<file path="config.mk">
export PLATFORM = sky130hd
export DESIGN_NAME = lru_block_cache_tags_top
export DESIGN_NICKNAME = d
export VERILOG_FILES = /design/src/rtl/lbct_pkg.sv /design/src/rtl/lru_block_cache_tags_top.sv /design/src/rtl/lbct_ram.sv /design/src/rtl/lbct_ctrl.sv /design/src/rtl/lbct_dp.sv
export SDC_FILE = /design/constraint.sdc
export NUM_CORES = 1
export LEC_CHECK = 0
export ABC_AREA = 1
export BUFFER_PORTS_ARGS = -buffer_cell sky130_fd_sc_hd__buf_4
export CORE_MARGIN = 5
export CORE_UTILIZATION = 45
export DETAILED_ROUTE_END_ITERATION = 10
export PLACE_DENSITY_LB_ADDON = 0.2
export SYNTH_ARGS = -nofsm -noshare
export SYNTH_HDL_FRONTEND = slang
export SYNTH_HIERARCHICAL = 1
export SYNTH_SLANG_ARGS = --single-unit
</file>
<file path="constraint.sdc">
create_clock -name clk -period 5.4 [get_ports clk]
set_input_delay 0.81 -clock clk [delete_from_list [all_inputs] [get_ports clk]]
set_output_delay 0.81 -clock clk [all_outputs]
set_load 0.02 [all_outputs]
</file>
<file path="src/rtl/lbct_pkg.sv">
`default_nettype none

package lbct_pkg;

	localparam int CMD_W    = 3;
	localparam int TAG_W    = 32;
	localparam int STAMP_W  = 32;
	localparam int ACTIVE_W = 5;
	localparam int SLOT_W   = 4;
	localparam int ADDR_W   = 3;
	localparam int DATA_W   = 32;

	localparam logic [CMD_W-1:0] CMD_LOOKUP  = 3'd0;
	localparam logic [CMD_W-1:0] CMD_LOP     = 3'd1;
	localparam logic [CMD_W-1:0] CMD_PICK    = 3'd2;
	localparam logic [CMD_W-1:0] CMD_MARK    = 3'd3;
	localparam logic [CMD_W-1:0] CMD_RELEASE = 3'd4;

	localparam logic [TAG_W-1:0]    TAG_UNUSED   = '1;
	localparam logic [ACTIVE_W-1:0] ACTIVE_RESET = 5'd16;
	localparam logic                REG_ACTIVE   = 1'b0;

	typedef enum logic [2:0] {
		RES_ZERO,
		RES_MATCH,
		RES_UNUSED,
		RES_BEST,
		RES_ECHO
	} res_sel_t;

	typedef struct packed {
		logic     scan_start;
		logic     scan_run;
		logic     mark_wr;
		logic     mark_unused;
		logic     inv_wr;
		logic     res_load;
		res_sel_t res_sel;
	} ctrl_t;

	typedef struct packed {
		logic pipe_busy;
		logic found_match;
		logic found_unused;
		logic in_range;
	} stat_t;

endpackage

`default_nettype wire

</file>
<file path="src/rtl/lru_block_cache_tags_top.sv">
`default_nettype none

// Tag and recency table for a small fully associative cache with LRU replacement.
// A command transfer is taken at a clock edge where start is high and busy is low.
// Lookup, lookup-or-pick and pick scan the active slots one per cycle through the
// tag and stamp RAMs and a two-stage compare pipeline; with N the clamped active
// slot count, busy stays high from the transfer until the scan of the N slots has
// drained, and the result appears as busy falls, so no command is taken meanwhile.
// Mark-used, release and undefined commands finish at once: their result appears
// the cycle after the transfer and a new command may follow every cycle.
// Each result is shown on slot_out and hit for exactly one cycle with done high;
// the receiver cannot stall, so it must take the result in that cycle.
// The APB port holds the active slot count at byte address 0 and should be written
// only while no command is outstanding.
// Reset clears the valid bits, so every tag reads as unused and every stamp as zero,
// clears the use counter and sets the active slot count to 16; no clearing pass is needed.
module lru_block_cache_tags_top
	import lbct_pkg::*;
#(
	parameter int SLOTS = 16
) (
	input  logic               clk,
	input  logic               arst_n,
	input  logic               psel,
	input  logic               penable,
	input  logic               pwrite,
	input  logic [ADDR_W-1:0]  paddr,
	input  logic [DATA_W-1:0]  pwdata,
	output logic [DATA_W-1:0]  prdata,
	output logic               pready,
	input  logic               start,
	output logic               busy,
	input  logic [CMD_W-1:0]   command,
	input  logic [TAG_W-1:0]   block_number,
	input  logic [SLOT_W-1:0]  slot_index,
	output logic               done,
	output logic [SLOT_W-1:0]  slot_out,
	output logic               hit
);

	logic [ACTIVE_W-1:0] active_q;
	ctrl_t               ctrl;
	stat_t               stat;

	always_ff @(posedge clk or negedge arst_n) begin
		if (!arst_n) begin
			active_q <= ACTIVE_RESET;
		end else if (psel && penable && pwrite && paddr[ADDR_W-1] == REG_ACTIVE) begin
			active_q <= pwdata[ACTIVE_W-1:0];
		end
	end

	assign pready = 1'b1;
	assign prdata = (paddr[ADDR_W-1] == REG_ACTIVE) ? DATA_W'(active_q) : '0;

	lbct_ctrl u_ctrl (
		.clk     (clk),
		.arst_n  (arst_n),
		.start   (start),
		.command (command),
		.stat    (stat),
		.ctrl    (ctrl),
		.busy    (busy),
		.done    (done)
	);

	lbct_dp #(
		.SLOTS (SLOTS)
	) u_dp (
		.clk          (clk),
		.arst_n       (arst_n),
		.ctrl         (ctrl),
		.stat         (stat),
		.active       (active_q),
		.block_number (block_number),
		.slot_index   (slot_index),
		.slot_out     (slot_out),
		.hit          (hit)
	);

`ifndef ASSERT_OFF
	a_quick_result : assert property (@(posedge clk) disable iff (!arst_n)
		(start && !busy && command != CMD_LOOKUP && command != CMD_LOP &&
			command != CMD_PICK) |=> (done && !hit && !busy))
		else $error("quick command did not complete in one cycle");

	a_scan_busy : assert property (@(posedge clk) disable iff (!arst_n)
		(start && !busy && (command == CMD_LOOKUP || command == CMD_LOP ||
			command == CMD_PICK)) |=> (busy && !done))
		else $error("scan command did not enter the scan");

	a_scan_end : assert property (@(posedge clk) disable iff (!arst_n)
		$fell(busy) |-> done)
		else $error("scan ended without a result");

	a_done_source : assert property (@(posedge clk) disable iff (!arst_n)
		done |-> ($past(busy) || $past(start)))
		else $error("result strobe without a command");
`endif

endmodule

`default_nettype wire

</file>
<file path="src/rtl/lbct_ram.sv">
`default_nettype none

module lbct_ram #(
	parameter int WIDTH = 32,
	parameter int DEPTH = 16,
	localparam int AW = (DEPTH > 1) ? $clog2(DEPTH) : 1
) (
	input  logic             clk,
	input  logic             we,
	input  logic [AW-1:0]    waddr,
	input  logic [WIDTH-1:0] wdata,
	input  logic [AW-1:0]    raddr,
	output logic [WIDTH-1:0] rdata
);

	logic [WIDTH-1:0] mem_q [DEPTH];

	always_ff @(posedge clk) begin
		if (we) begin
			mem_q[waddr] <= wdata;
		end
		rdata <= mem_q[raddr];
	end

endmodule

`default_nettype wire

</file>
<file path="src/rtl/lbct_ctrl.sv">
`default_nettype none

module lbct_ctrl
	import lbct_pkg::*;
(
	input  logic             clk,
	input  logic             arst_n,
	input  logic             start,
	input  logic [CMD_W-1:0] command,
	input  stat_t            stat,
	output ctrl_t            ctrl,
	output logic             busy,
	output logic             done
);

	typedef enum logic {
		ST_IDLE,
		ST_SCAN
	} state_t;

	state_t           state_q;
	state_t           state_d;
	logic [CMD_W-1:0] cmd_q;
	logic             done_q;

	always_comb begin
		ctrl    = '0;
		state_d = state_q;
		case (state_q)
			ST_IDLE: begin
				if (start) begin
					case (command)
						CMD_LOOKUP, CMD_LOP, CMD_PICK: begin
							ctrl.scan_start = 1'b1;
							state_d         = ST_SCAN;
						end
						CMD_MARK, CMD_RELEASE: begin
							ctrl.mark_wr     = stat.in_range;
							ctrl.mark_unused = (command == CMD_RELEASE);
							ctrl.res_load    = 1'b1;
							ctrl.res_sel     = RES_ECHO;
						end
						default: begin
							ctrl.res_load = 1'b1;
							ctrl.res_sel  = RES_ZERO;
						end
					endcase
				end
			end
			ST_SCAN: begin
				ctrl.scan_run = 1'b1;
				if (!stat.pipe_busy) begin
					ctrl.res_load = 1'b1;
					state_d       = ST_IDLE;
					if (stat.found_match && cmd_q != CMD_PICK) begin
						ctrl.res_sel = RES_MATCH;
					end else if (cmd_q == CMD_LOOKUP) begin
						ctrl.res_sel = RES_ZERO;
					end else if (stat.found_unused) begin
						ctrl.res_sel = RES_UNUSED;
					end else begin
						ctrl.res_sel = RES_BEST;
						ctrl.inv_wr  = 1'b1;
					end
				end
			end
			default: begin
				state_d = ST_IDLE;
			end
		endcase
	end

	always_ff @(posedge clk or negedge arst_n) begin
		if (!arst_n) begin
			state_q <= ST_IDLE;
			cmd_q   <= CMD_LOOKUP;
			done_q  <= 1'b0;
		end else begin
			state_q <= state_d;
			done_q  <= ctrl.res_load;
			if (ctrl.scan_start) begin
				cmd_q <= command;
			end
		end
	end

	assign busy = (state_q == ST_SCAN);
	assign done = done_q;

endmodule

`default_nettype wire

</file>
<file path="src/rtl/lbct_dp.sv">
`default_nettype none

module lbct_dp
	import lbct_pkg::*;
#(
	parameter int SLOTS = 16
) (
	input  logic                clk,
	input  logic                arst_n,
	input  ctrl_t               ctrl,
	output stat_t               stat,
	input  logic [ACTIVE_W-1:0] active,
	input  logic [TAG_W-1:0]    block_number,
	input  logic [SLOT_W-1:0]   slot_index,
	output logic [SLOT_W-1:0]   slot_out,
	output logic                hit
);

	localparam int IDX_W = (SLOTS > 1) ? $clog2(SLOTS) : 1;
	localparam int CNT_W = $clog2(SLOTS + 1);
	localparam int NW    = (CNT_W > ACTIVE_W) ? CNT_W : ACTIVE_W;
	localparam int AW    = (IDX_W > SLOT_W) ? IDX_W : SLOT_W;

	function automatic logic [SLOT_W-1:0] to_slot(input logic [IDX_W-1:0] i);
		logic [AW-1:0] w;
		w = AW'(i);
		return w[SLOT_W-1:0];
	endfunction

	logic [NW-1:0]      act_w;
	logic [NW-1:0]      n_w;
	logic [CNT_W-1:0]   n_q;
	logic [CNT_W-1:0]   rd_idx_q;
	logic               issue;
	logic [AW-1:0]      slot_ext;
	logic [IDX_W-1:0]   mark_addr;
	logic [SLOTS-1:0]   valid_q;
	logic [STAMP_W-1:0] counter_q;
	logic [TAG_W-1:0]   key_q;

	logic               tag_we;
	logic [IDX_W-1:0]   tag_waddr;
	logic [TAG_W-1:0]   tag_wdata;
	logic [TAG_W-1:0]   tag_rd;
	logic [STAMP_W-1:0] stamp_rd;
	logic [STAMP_W-1:0] stamp_next;

	logic               vld_s1;
	logic               valid_s1;
	logic [IDX_W-1:0]   idx_s1;
	logic [TAG_W-1:0]   tag_s1;
	logic [STAMP_W-1:0] stamp_s1;

	logic               vld_s2;
	logic [IDX_W-1:0]   idx_s2;
	logic               match_s2;
	logic               unused_s2;
	logic [STAMP_W-1:0] age_s2;

	logic               found_match_q;
	logic               found_unused_q;
	logic [IDX_W-1:0]   match_idx_q;
	logic [IDX_W-1:0]   unused_idx_q;
	logic [IDX_W-1:0]   best_idx_q;
	logic [STAMP_W-1:0] best_age_q;

	logic [SLOT_W-1:0]  slot_q;
	logic               hit_q;

	always_comb begin
		act_w = NW'(active);
		if (act_w == '0) begin
			n_w = NW'(1);
		end else if (act_w > NW'(SLOTS)) begin
			n_w = NW'(SLOTS);
		end else begin
			n_w = act_w;
		end
	end

	assign issue      = ctrl.scan_run && (rd_idx_q < n_q);
	assign slot_ext   = AW'(slot_index);
	assign mark_addr  = slot_ext[IDX_W-1:0];
	assign stamp_next = counter_q + STAMP_W'(1);

	assign tag_we    = ctrl.mark_wr || ctrl.inv_wr;
	assign tag_waddr = ctrl.inv_wr ? best_idx_q : mark_addr;
	assign tag_wdata = (ctrl.inv_wr || ctrl.mark_unused) ? TAG_UNUSED : block_number;

	lbct_ram #(
		.WIDTH (TAG_W),
		.DEPTH (SLOTS)
	) u_tag_ram (
		.clk   (clk),
		.we    (tag_we),
		.waddr (tag_waddr),
		.wdata (tag_wdata),
		.raddr (rd_idx_q[IDX_W-1:0]),
		.rdata (tag_rd)
	);

	lbct_ram #(
		.WIDTH (STAMP_W),
		.DEPTH (SLOTS)
	) u_stamp_ram (
		.clk   (clk),
		.we    (ctrl.mark_wr),
		.waddr (mark_addr),
		.wdata (stamp_next),
		.raddr (rd_idx_q[IDX_W-1:0]),
		.rdata (stamp_rd)
	);

	assign tag_s1   = valid_s1 ? tag_rd : TAG_UNUSED;
	assign stamp_s1 = valid_s1 ? stamp_rd : '0;

	always_ff @(posedge clk or negedge arst_n) begin
		if (!arst_n) begin
			valid_q        <= '0;
			counter_q      <= '0;
			n_q            <= '0;
			rd_idx_q       <= '0;
			vld_s1         <= 1'b0;
			vld_s2         <= 1'b0;
			found_match_q  <= 1'b0;
			found_unused_q <= 1'b0;
			best_age_q     <= '0;
			best_idx_q     <= '0;
		end else begin
			if (ctrl.mark_wr) begin
				valid_q[mark_addr] <= 1'b1;
				counter_q          <= stamp_next;
			end
			vld_s1 <= issue;
			vld_s2 <= vld_s1;
			if (ctrl.scan_start) begin
				n_q            <= n_w[CNT_W-1:0];
				rd_idx_q       <= '0;
				found_match_q  <= 1'b0;
				found_unused_q <= 1'b0;
				best_age_q     <= '0;
				best_idx_q     <= '0;
			end else begin
				if (issue) begin
					rd_idx_q <= rd_idx_q + CNT_W'(1);
				end
				if (vld_s2) begin
					if (match_s2 && !found_match_q) begin
						found_match_q <= 1'b1;
					end
					if (unused_s2 && !found_unused_q) begin
						found_unused_q <= 1'b1;
					end
					if (age_s2 > best_age_q) begin
						best_age_q <= age_s2;
						best_idx_q <= idx_s2;
					end
				end
			end
		end
	end

	always_ff @(posedge clk) begin
		if (ctrl.scan_start) begin
			key_q <= block_number;
		end
		valid_s1  <= valid_q[rd_idx_q[IDX_W-1:0]];
		idx_s1    <= rd_idx_q[IDX_W-1:0];
		idx_s2    <= idx_s1;
		match_s2  <= (tag_s1 == key_q);
		unused_s2 <= (tag_s1 == TAG_UNUSED);
		age_s2    <= counter_q - stamp_s1;
		if (vld_s2 && match_s2 && !found_match_q) begin
			match_idx_q <= idx_s2;
		end
		if (vld_s2 && unused_s2 && !found_unused_q) begin
			unused_idx_q <= idx_s2;
		end
		if (ctrl.res_load) begin
			case (ctrl.res_sel)
				RES_MATCH: begin
					slot_q <= to_slot(match_idx_q);
					hit_q  <= 1'b1;
				end
				RES_UNUSED: begin
					slot_q <= to_slot(unused_idx_q);
					hit_q  <= 1'b0;
				end
				RES_BEST: begin
					slot_q <= to_slot(best_idx_q);
					hit_q  <= 1'b0;
				end
				RES_ECHO: begin
					slot_q <= slot_index;
					hit_q  <= 1'b0;
				end
				default: begin
					slot_q <= '0;
					hit_q  <= 1'b0;
				end
			endcase
		end
	end

	assign stat.pipe_busy    = issue || vld_s1 || vld_s2;
	assign stat.found_match  = found_match_q;
	assign stat.found_unused = found_unused_q;
	assign stat.in_range     = (NW'(slot_index) < n_w);

	assign slot_out = slot_q;
	assign hit      = hit_q;

endmodule

`default_nettype wire

</file>
After elaboration in Yosys (flattened, before gate mapping)
Memory sizes are Yosys's and may differ from the RTL's. A register that Yosys moved wholly into a read port is not among the register bits.
Index checks and enable logic that the tools add are counted.
W data, S select, Z words.
{ "op_classes": {"n_lt_le_gt_ge": 7, "n_reduce_logical": 31, "mux": 51, "bitwise": 3, "addsub": 3, "n_eq_ne": 11} }
{ "ops": {"columns": ["cell", "n"], "rows": [
  ["$mux W32", 6],
  ["$add A32 B1 Y32 const B", 1],
  ["$eq A32 B32 Y1", 1],
  ["$eq A32 B32 Y1 const B", 1],
  ["$gt A32 B32 Y1", 1],
  ["$sub A32 B32 Y32", 1],
  ["$mux W5", 6],
  ["$mux W1", 23],
  ["$mux W4", 5],
  ["$or A16 B16 Y16", 1],
  ["$pmux W4 S2", 2],
  ["$pmux W4 S4", 1],
  ["$eq A3 B2 Y1 const B", 4],
  ["$logic_and A1 B1 Y1", 12],
  ["$lt A4 B5 Y1 const B", 2],
  ["$reduce_bool A2 Y1", 5],
  ["$mux W2", 4],
  ["$eq A3 B1 Y1 const B", 2],
  ["$eq A3 B3 Y1 const B", 2],
  ["$logic_not A3 Y1", 2],
  ["$reduce_and A2 Y1", 3],
  ["$add A5 B1 Y5 const B", 1],
  ["$gt A5 B5 Y1 const B", 1],
  ["$logic_not A5 Y1", 1],
  ["other kinds (13)", 18]
]} }
{ "word_totals": {"out_inout_bits": 40, "reg_bits": 196, "mem_bits_rw": 1024, "n_memories": 2} }
{ "memory_table": {"columns": ["name", "depth", "width", "read_ports", "rd_clocked_by_memory_dff", "write_ports", "line", "text"], "rows": [
  ["u_dp.u_stamp_ram.mem_q", 16, 32, 1, 1, 1, "lbct_ram.sv:16", "logic [WIDTH-1:0] mem_q [DEPTH];"],
  ["u_dp.u_tag_ram.mem_q", 16, 32, 1, 1, 1, "lbct_ram.sv:16", null]
]} }

Depth between registers and ports, before layout
Gate-level depths: netlist (run 1).
{ "depth": {"word_depth": 10, "mapped_depth": 17} }

By module
Netlist (run 1), hierarchy kept.
{ "by_module_without_submodules": {"columns": ["mod", "cells_per_inst", "area_each_um2", "seq_area_each_um2", "instances"], "rows": [
  ["lbct_ram (u_dp.u_stamp_ram)", 2120, 22744.3, 16015.4, 1],
  ["lbct_ram (u_dp.u_tag_ram)", 2120, 22730.6, 16015.4, 1],
  ["lbct_dp", 1414, 11080.6, 4664.5, 1],
  ["lru_block_cache_tags_top", 65, 478.0, 126.4, 1],
  ["lbct_ctrl", 44, 319.1, 125.1, 1]
]} }

Least setup slack after synthesis (run 1)
Ideal clock, no wire load.
{ "synth_path": {"path_kind": "input -> register", "start": "input slot_index[1]", "end": "memory u_dp.u_tag_ram.mem_q[12][0] (enable)", "setup_time_ps": 421, "path_buffers": 2, "slack_ps": 1059, "path_stages": 12, "arrival_ps": 3920, "path_cell_list": "ha_1 o21ai_0 nand2_1 a21oi_1 nor2_1 o21ai_0 nor3b_2 clkbuf_1 clkbuf_1 or2_2 nand3_1 nor2_1"} }
{ "synth_lines": {"columns": ["element", "line", "text"], "rows": [
  ["start: declaration", "lru_block_cache_tags_top.sv:35", "input logic [SLOT_W-1:0] slot_index,"],
  ["end: declaration", "lbct_ram.sv:16", null]
]} }

==> flow_metrics.py, run 1 <==
metrics = {
    "setup_path": {
        "cp.arrival_ns": 4.81,
        "path_max_fanout": 13,
        "startpoint_type": "register",
        "critPathCaptureType": "register",
        "crit_type": "reg2reg",
        "required_ns": 5.85,
    },
    "floorplanning": {
        "die-area_um2": 135000,
        "fp-row-count": 131,
        "dieHeight_um": 367,
        "initial_core_util": 0.451,
        "die_w_um": 367,
        "io_pins": 120,
        "coreArea_um2": 127000,
    },
    "detailed_routing": {
        "ant_nets": 0,
        "drc": 0,
        "drt-initial-drc-count": 2855,
        "vias_per_cell": 5.06,
        "wirelength_mm": 143,
        "drt-wirelength-per-cell_um": 18.9,
        "via_count": 38300,
        "firstDrtPassIters": 6,
    },
    "placed_design": {
        "place.gp.congestion": 0.877,
        "io_buffer_count": 62,
        "post-place-cells": 7325,
        "post-place-ws_ns": 1.02,
        "hpwlAfterDp_mm": 80.7,
    },
    "synth": {
        "synth-async-reset-ratio": 0.0841,
        "synth.avg_cell_area_um2": 9.95,
        "ys.flop_type": "edfxtp_1",
        "synth_warnings": 6,
        "synth_area_um2": 57400,
        "netlist_instances": 5763,
        "ys_types": 59,
        "ys_ff_latch": 1284,
        "synth-edff-count": 1069,
        "synth_seq_area_share": 0.644,
    },
    "cts": {
        "cts_made_buffers": 138,
        "cts_sinks": 1284,
        "cts_resized": 0,
        "cts_tree": "yes",
        "postCtsSetupBuffers": 0,
        "clk-insertion-delay-late_ns": 0.77,
        "htree_levels": 4,
        "cts_max_path_buffers": 3,
        "path_clk_slew_ns": 0.06,
        "cts_root_buffer": "clkbuf_16",
        "ctsHoldBuffers": 0,
    },
    "power": {
        "power.switching_uw": 10600,
        "switching_share": 0.345,
        "ir_drop_mv": 0.385,
        "p_int_uw": 20200,
        "power_frac_comb": 0.285,
        "total_power_uw": 30700,
        "power_leakage_uw": 0.0275,
        "power.density_nw_per_um2": 483,
        "seq_power_share": 0.418,
        "power_frac_clock": 0.297,
    },
    "timing": {
        "slew_headroom": 0.202,
        "slew_violations": 0,
        "finalClockSkew_ns": 0.0282,
        "tightest_slew_ns": 1.19,
        "tns_ns": 0,
        "timing.final.crit_share": 0.808,
        "fin_crit_ns": 4.36,
        "hold_viol": 0,
        "fmax_mhz": 229,
        "final.setup.worst_slack_ns": 1.04,
        "setup-violations-final": 0,
        "rsz0062_at_grt": "false",
    },
    "global_routing": {
        "grt_start_max_net_pins": 193,
        "grt.total_usage": 0.210,
        "grt_pass1_vias": 36800,
        "grt_pass1_wl_mm": 220,
        "grt_antenna_before_repair": 1,
        "overflow": 0,
    },
    "cells_and_area": {
        "final_cell_mix": "nand2_1 (1,742), edfxtp_1 (1,069), inv_1 (952)",
        "layout-drive-gt1-share": 0.0722,
        "fillCellCount": 11400,
        "antenna_cells_inserted": 0,
        "layout.cells.most_common": "nand2_1",
        "fin_nets": 5956,
        "final_cells": 7577,
        "syn_to_final_growth_pct": 11.1,
        "post-route-util": 0.501,
    },
    "flow_run": {
        "maxCapViolCount": 0,
    },
    "hold_path": {
        "min_path_type": "in2async",
    },
    "status": {
        "status": "completed",
    },
}
[power by group through the flow]
stage                     Combinational (uW)  Sequential [uW]  Clock, uW
after CTS                               8790            12800       9370
after detailed placement                8750            13000          0
after global routing                    9880            12900       9800
after floorplan                         6550            12800          0
after global placement                  8650            13000          0
final                                   8760            12800       9150
[cells by family (layout without fill, tap and decap cells)]
| group | count (synthesis) | count (layout) | synth area share |
|---|---|---|---|
| buf+inv | 1248 | 1374 | 0.0951 |
| flops | 1284 | 1284 | 0.644 |
| simple gates | 2894 | 2894 | 0.215 |
| compound gates | 192 | 192 | 0.0191 |
| fa+ha+maj | 73 | 73 | 0.0161 |
| xor+xnor | 70 | 70 | 0.0108 |
| other cells | 2 | 28 | 0.000131 |
[final timing paths]
| kind | start | endpoint | slack, ns | depth (start not counted) |
|---|---|---|---|---|
| max | u_dp/rd_idx_q[3] | u_dp/u_tag_ram/mem_q[4][1] | 1.04 | 11 |
| min | arst_n | u_ctrl/cmd_q[2] | 0.14 | 1 |
| max reg2reg | u_dp/rd_idx_q[3] | u_dp/u_tag_ram/mem_q[4][1] | 1.04 | 11 |
| min reg2reg | u_dp/idx_s1[3] | u_dp/idx_s2[3] | 0.33 | 0 |
| max in group asynchronous | arst_n | u_dp/counter_q[8] | 4.00 | 2 |
| min in group clk | block_number[10] | u_dp/key_q[10] | 0.24 | 1 |
[layer usage]
layer  routed length, um  track usage  vias to the layer above  share of wire
met3                6470       0.0272                      209          0.045
met4                3750       0.0692                        0          0.026
li1                    -            -                    18700              -
met1               62000        0.278                    18500           0.43
met5                   0            0                        -              0
met2               71000        0.362                      939           0.50
[worst max-delay path: stages (launching register included)]
cell and delay [ns]:
dfrtp_4 0.50, ha_1 0.28, nand2_1 0.06, o2111ai_1 0.56, nand2_1 0.14, nor2_1 0.21, nand2_1 0.09, nor2_1 0.51
o21ai_0 0.30, nand3b_1 0.45, nor2_4 0.58, buf_4 0.35
[sequential cells by signal, indices dropped and copies added, names as in the netlist, 3 cells and up]
name,count
active_q,5
u_dp/counter_q,32
u_dp/idx_s2,4
u_dp/u_tag_ram/rdata,32
u_dp/idx_s1,4
u_dp/u_tag_ram/mem_q,512
u_dp/u_stamp_ram/rdata,32
u_dp/key_q,32
u_dp/best_idx_q,4
u_dp/match_idx_q,4
u_dp/valid_q,16
u_dp/unused_idx_q,4
u_dp/n_q,5
u_dp/age_s2,32
u_dp/best_age_q,32
u_dp/slot_out,4
u_ctrl/cmd_q,3
u_dp/u_stamp_ram/mem_q,512
u_dp/rd_idx_q,5
[cell usage after synthesis (all sizes together) (58+ instances only)]
cell | count | area [um2]
a21oi | 61 | 305
buf | 232 | 1630
dfrtp | 107 | 2680
dfxtp | 107 | 2140
edfxtp | 1069 | 32100
ha | 72 | 901
inv | 968 | 3640
nand2 | 1750 | 6600
nand3 | 854 | 4290
nand4 | 58 | 363
nor2 | 182 | 716
o21ai | 82 | 418
xor2 | 59 | 524
[layout make-up]
| type | count | area, um2 | area share |
|---|---|---|---|
| clock buffers | 196 | 3810 | 0.0599 |
| repair buffers | 152 | 1290 | 0.0203 |
| well taps | 1662 | 2080 | 0.0326 |
| inverters | 970 | 3660 | 0.0575 |
| clock inverters | 56 | 562 | 0.00882 |
| flip-flops and latches | 1284 | 37000 | 0.580 |
| multi-input cells | 3257 | 15300 | 0.241 |
[stage by stage]
step / area [um2] / hold WS [ns]
detailed placement: 59300 / 0.312
CTS: 63700 / 0.120
global placement: 59300 / 0.311
global route: 63700 / 0.192
floorplan: 57500 / 0.310
finish: 63700 / 0.137
(Power assumes the default switching activity.)
==> run 2, diff against run 1 <==
==> constraint.sdc (replaced) <==
create_clock -name clk -period 4.4 [get_ports clk]
set_input_delay 0.66 -clock clk [delete_from_list [all_inputs] [get_ports clk]]
set_output_delay 0.66 -clock clk [all_outputs]
set_load 0.02 [all_outputs]
==> flow_metrics.py, run 2 (synthesis results as in run 1) <==
metrics = {
    "hold_path": {
        "min_to": "u_dp/key_q[30]",
        "hp-start": "block_number[30]",
        "min_path_type": "in2reg",
        "min_path_cells": 1,
    },
    "setup_path": {
        "critPathSlowestCell": "nor2_1",
        "cp.buffers_inverters": 2,
        "cp.arrival_ns": 4.28,
        "cpPeakStageDelay_ns": 0.52,
        "r2r_slack_ns": 0.58,
        "crit_type": "reg2reg",
        "rr_endpoint": "u_dp/u_tag_ram/mem_q[9][13]",
        "critPathLaunch": "u_dp/rd_idx_q[2]",
        "crit_chain": "ha_1, a21oi_1, o2111ai_1, buf_4, nand2_1, nor2_1, nand2_1, nor2_1, o21ai_0, nand3b_1, nor2_4, buf_12",
        "r2r-start": "u_dp/rd_idx_q[2]",
        "path_max_fanout": 14,
        "required_ns": 4.85,
        "critPathCaptureType": "register",
        "startpoint_type": "register",
        "path_delay_family": "simple AND/OR/NAND/NOR gates",
        "ff2ff_path_depth": 12,
    },
    "detailed_routing": {
        "firstDrtPassIters": 6,
        "via_count": 38500,
        "drc": 0,
        "drt-initial-drc-count": 3416,
        "wirelength_mm": 144,
        "ant_nets": 0,
        "vias_per_cell": 5.06,
        "drt-wirelength-per-cell_um": 18.9,
    },
    "cells_and_area": {
        "final_cell_mix": "nand2_1 (1,742), edfxtp_1 (1,069), inv_1 (952)",
        "finalInstanceArea_um2": 64300,
        "post-route-util": 0.506,
        "largest_registers": "u_dp/u_stamp_ram/mem_q x512, u_dp/u_tag_ram/mem_q x512",
        "layout-drive-gt1-share": 0.0770,
        "fin_nets": 5986,
        "antenna_cells_inserted": 0,
        "syn_to_final_growth_pct": 12.2,
        "fillCellCount": 11400,
        "layout.cells.most_common": "nand2_1",
    },
    "cts": {
        "htree_levels": 4,
        "cts_tree": "yes",
        "cts_root_buffer": "clkbuf_16",
        "path_clk_slew_ns": 0.06,
        "postCtsSetupBuffers": 0,
        "cts_max_path_buffers": 3,
        "cts_sinks": 1284,
        "cts_made_buffers": 138,
        "clk-insertion-delay-late_ns": 0.78,
    },
    "power": {
        "power.density_nw_per_um2": 590,
        "power_leakage_uw": 0.0277,
        "ir_drop_mv": 0.457,
    },
    "timing": {
        "tightest_slew_ns": 1.32,
        "fmax_mhz": 262,
        "setup-violations-final": 0,
        "slew_violations": 0,
        "worst_hold_slack_ns": 0.0799,
        "timing.final.crit_share": 0.869,
        "hold_viol": 0,
        "rsz0062_at_grt": "false",
        "finalClockSkew_ns": 0.0249,
        "tns_ns": 0,
        "fin_crit_ns": 3.82,
        "slew_headroom": 0.116,
    },
    "placed_design": {
        "place.gp.congestion": 0.877,
        "io_buffer_count": 62,
        "hpwlAfterDp_mm": 80.3,
        "placed_area_um2": 59900,
    },
    "floorplanning": {
        "die_w_um": 367,
        "fp-row-count": 131,
        "io_pins": 120,
        "initial_core_util": 0.451,
        "coreArea_um2": 127000,
        "dieHeight_um": 367,
        "die-area_um2": 135000,
    },
    "status": {
        "status": "completed",
    },
    "global_routing": {
        "grt_pass1_wl_mm": 220,
        "grt_start_max_net_pins": 172,
        "overflow": 0,
        "grt_antenna_before_repair": 0,
        "grt.total_usage": 0.212,
        "grt_pass1_vias": 37000,
    },
    "flow_run": {
        "maxCapViolCount": 0,
    },
}
run 2: changes by cell type in the layout (fill, tap and decap cells not counted), moves of 3 or more:
| cell | change |
|---|---|
| buf_12 | +27 |
| clkbuf_1 | -7 |
| clkbuf_8 | +4 |
| clkinv_1 | +4 |
| xor2_1 | +3 |
| xor2_2 | -3 |
run 2: report_power, final:
group | internal (uW) | total (uW) | switching (uW)
Combinational | 3240 | 10900 | 7620
Sequential | 15100 | 15700 | 644
Clock | 6610 | 11400 | 4780
Total | 24900 | 38000 | 13000
run 2: timing repair:
| action | CTS | global route |
|---|---|---|
| hold endpoints to repair | 28 | 0 |
| resized for setup | 0 | 0 |
| hold buffers | 1 | 0 |
run 2: metrics by stage:
stage | worst slack, ns | cells | total power, uW
2_1_floorplan | 0.209 | 5789 | 23800
3_3_place_gp | 0.584 | 7354 | 26700
3_5_place_dp | 0.564 | 7354 | 26800
4_1_cts | 0.553 | 7609 | 38300
5_1_grt | 0.320 | 7609 | 40300
6_report | 0.576 | 7609 | 38000
run 2: final cells by class:
cell class,count,area [um2],area share
well taps,1662,2080,0.0323
repair buffers,182,1860,0.0289
inverters,970,3660,0.0569
clock inverters,61,618,0.00961
clock buffers,193,3840,0.0597
multi-input cells,3257,15300,0.238
flip-flops and latches,1284,37000,0.575
run 2: layer usage:
metal / part of all wire / wire [um] / GRT usage
met5: 0 / 0 / 0
met4: 0.029 / 4230 / 0.0725
met3: 0.054 / 7770 / 0.0294
met2: 0.50 / 71600 / 0.365
met1: 0.42 / 60500 / 0.276
run 2: how the worst max path moves through the flow:
stage	end	cells after the start
global placement	u_dp/u_tag_ram/mem_q[9][2]	12
CTS	u_dp/u_tag_ram/mem_q[9][13]	14
global route	u_dp/u_tag_ram/mem_q[9][13]	14
floorplan	u_dp/u_tag_ram/mem_q[12][0]	12
detailed placement	u_dp/u_tag_ram/mem_q[9][1]	14
finish	u_dp/u_tag_ram/mem_q[9][13]	12
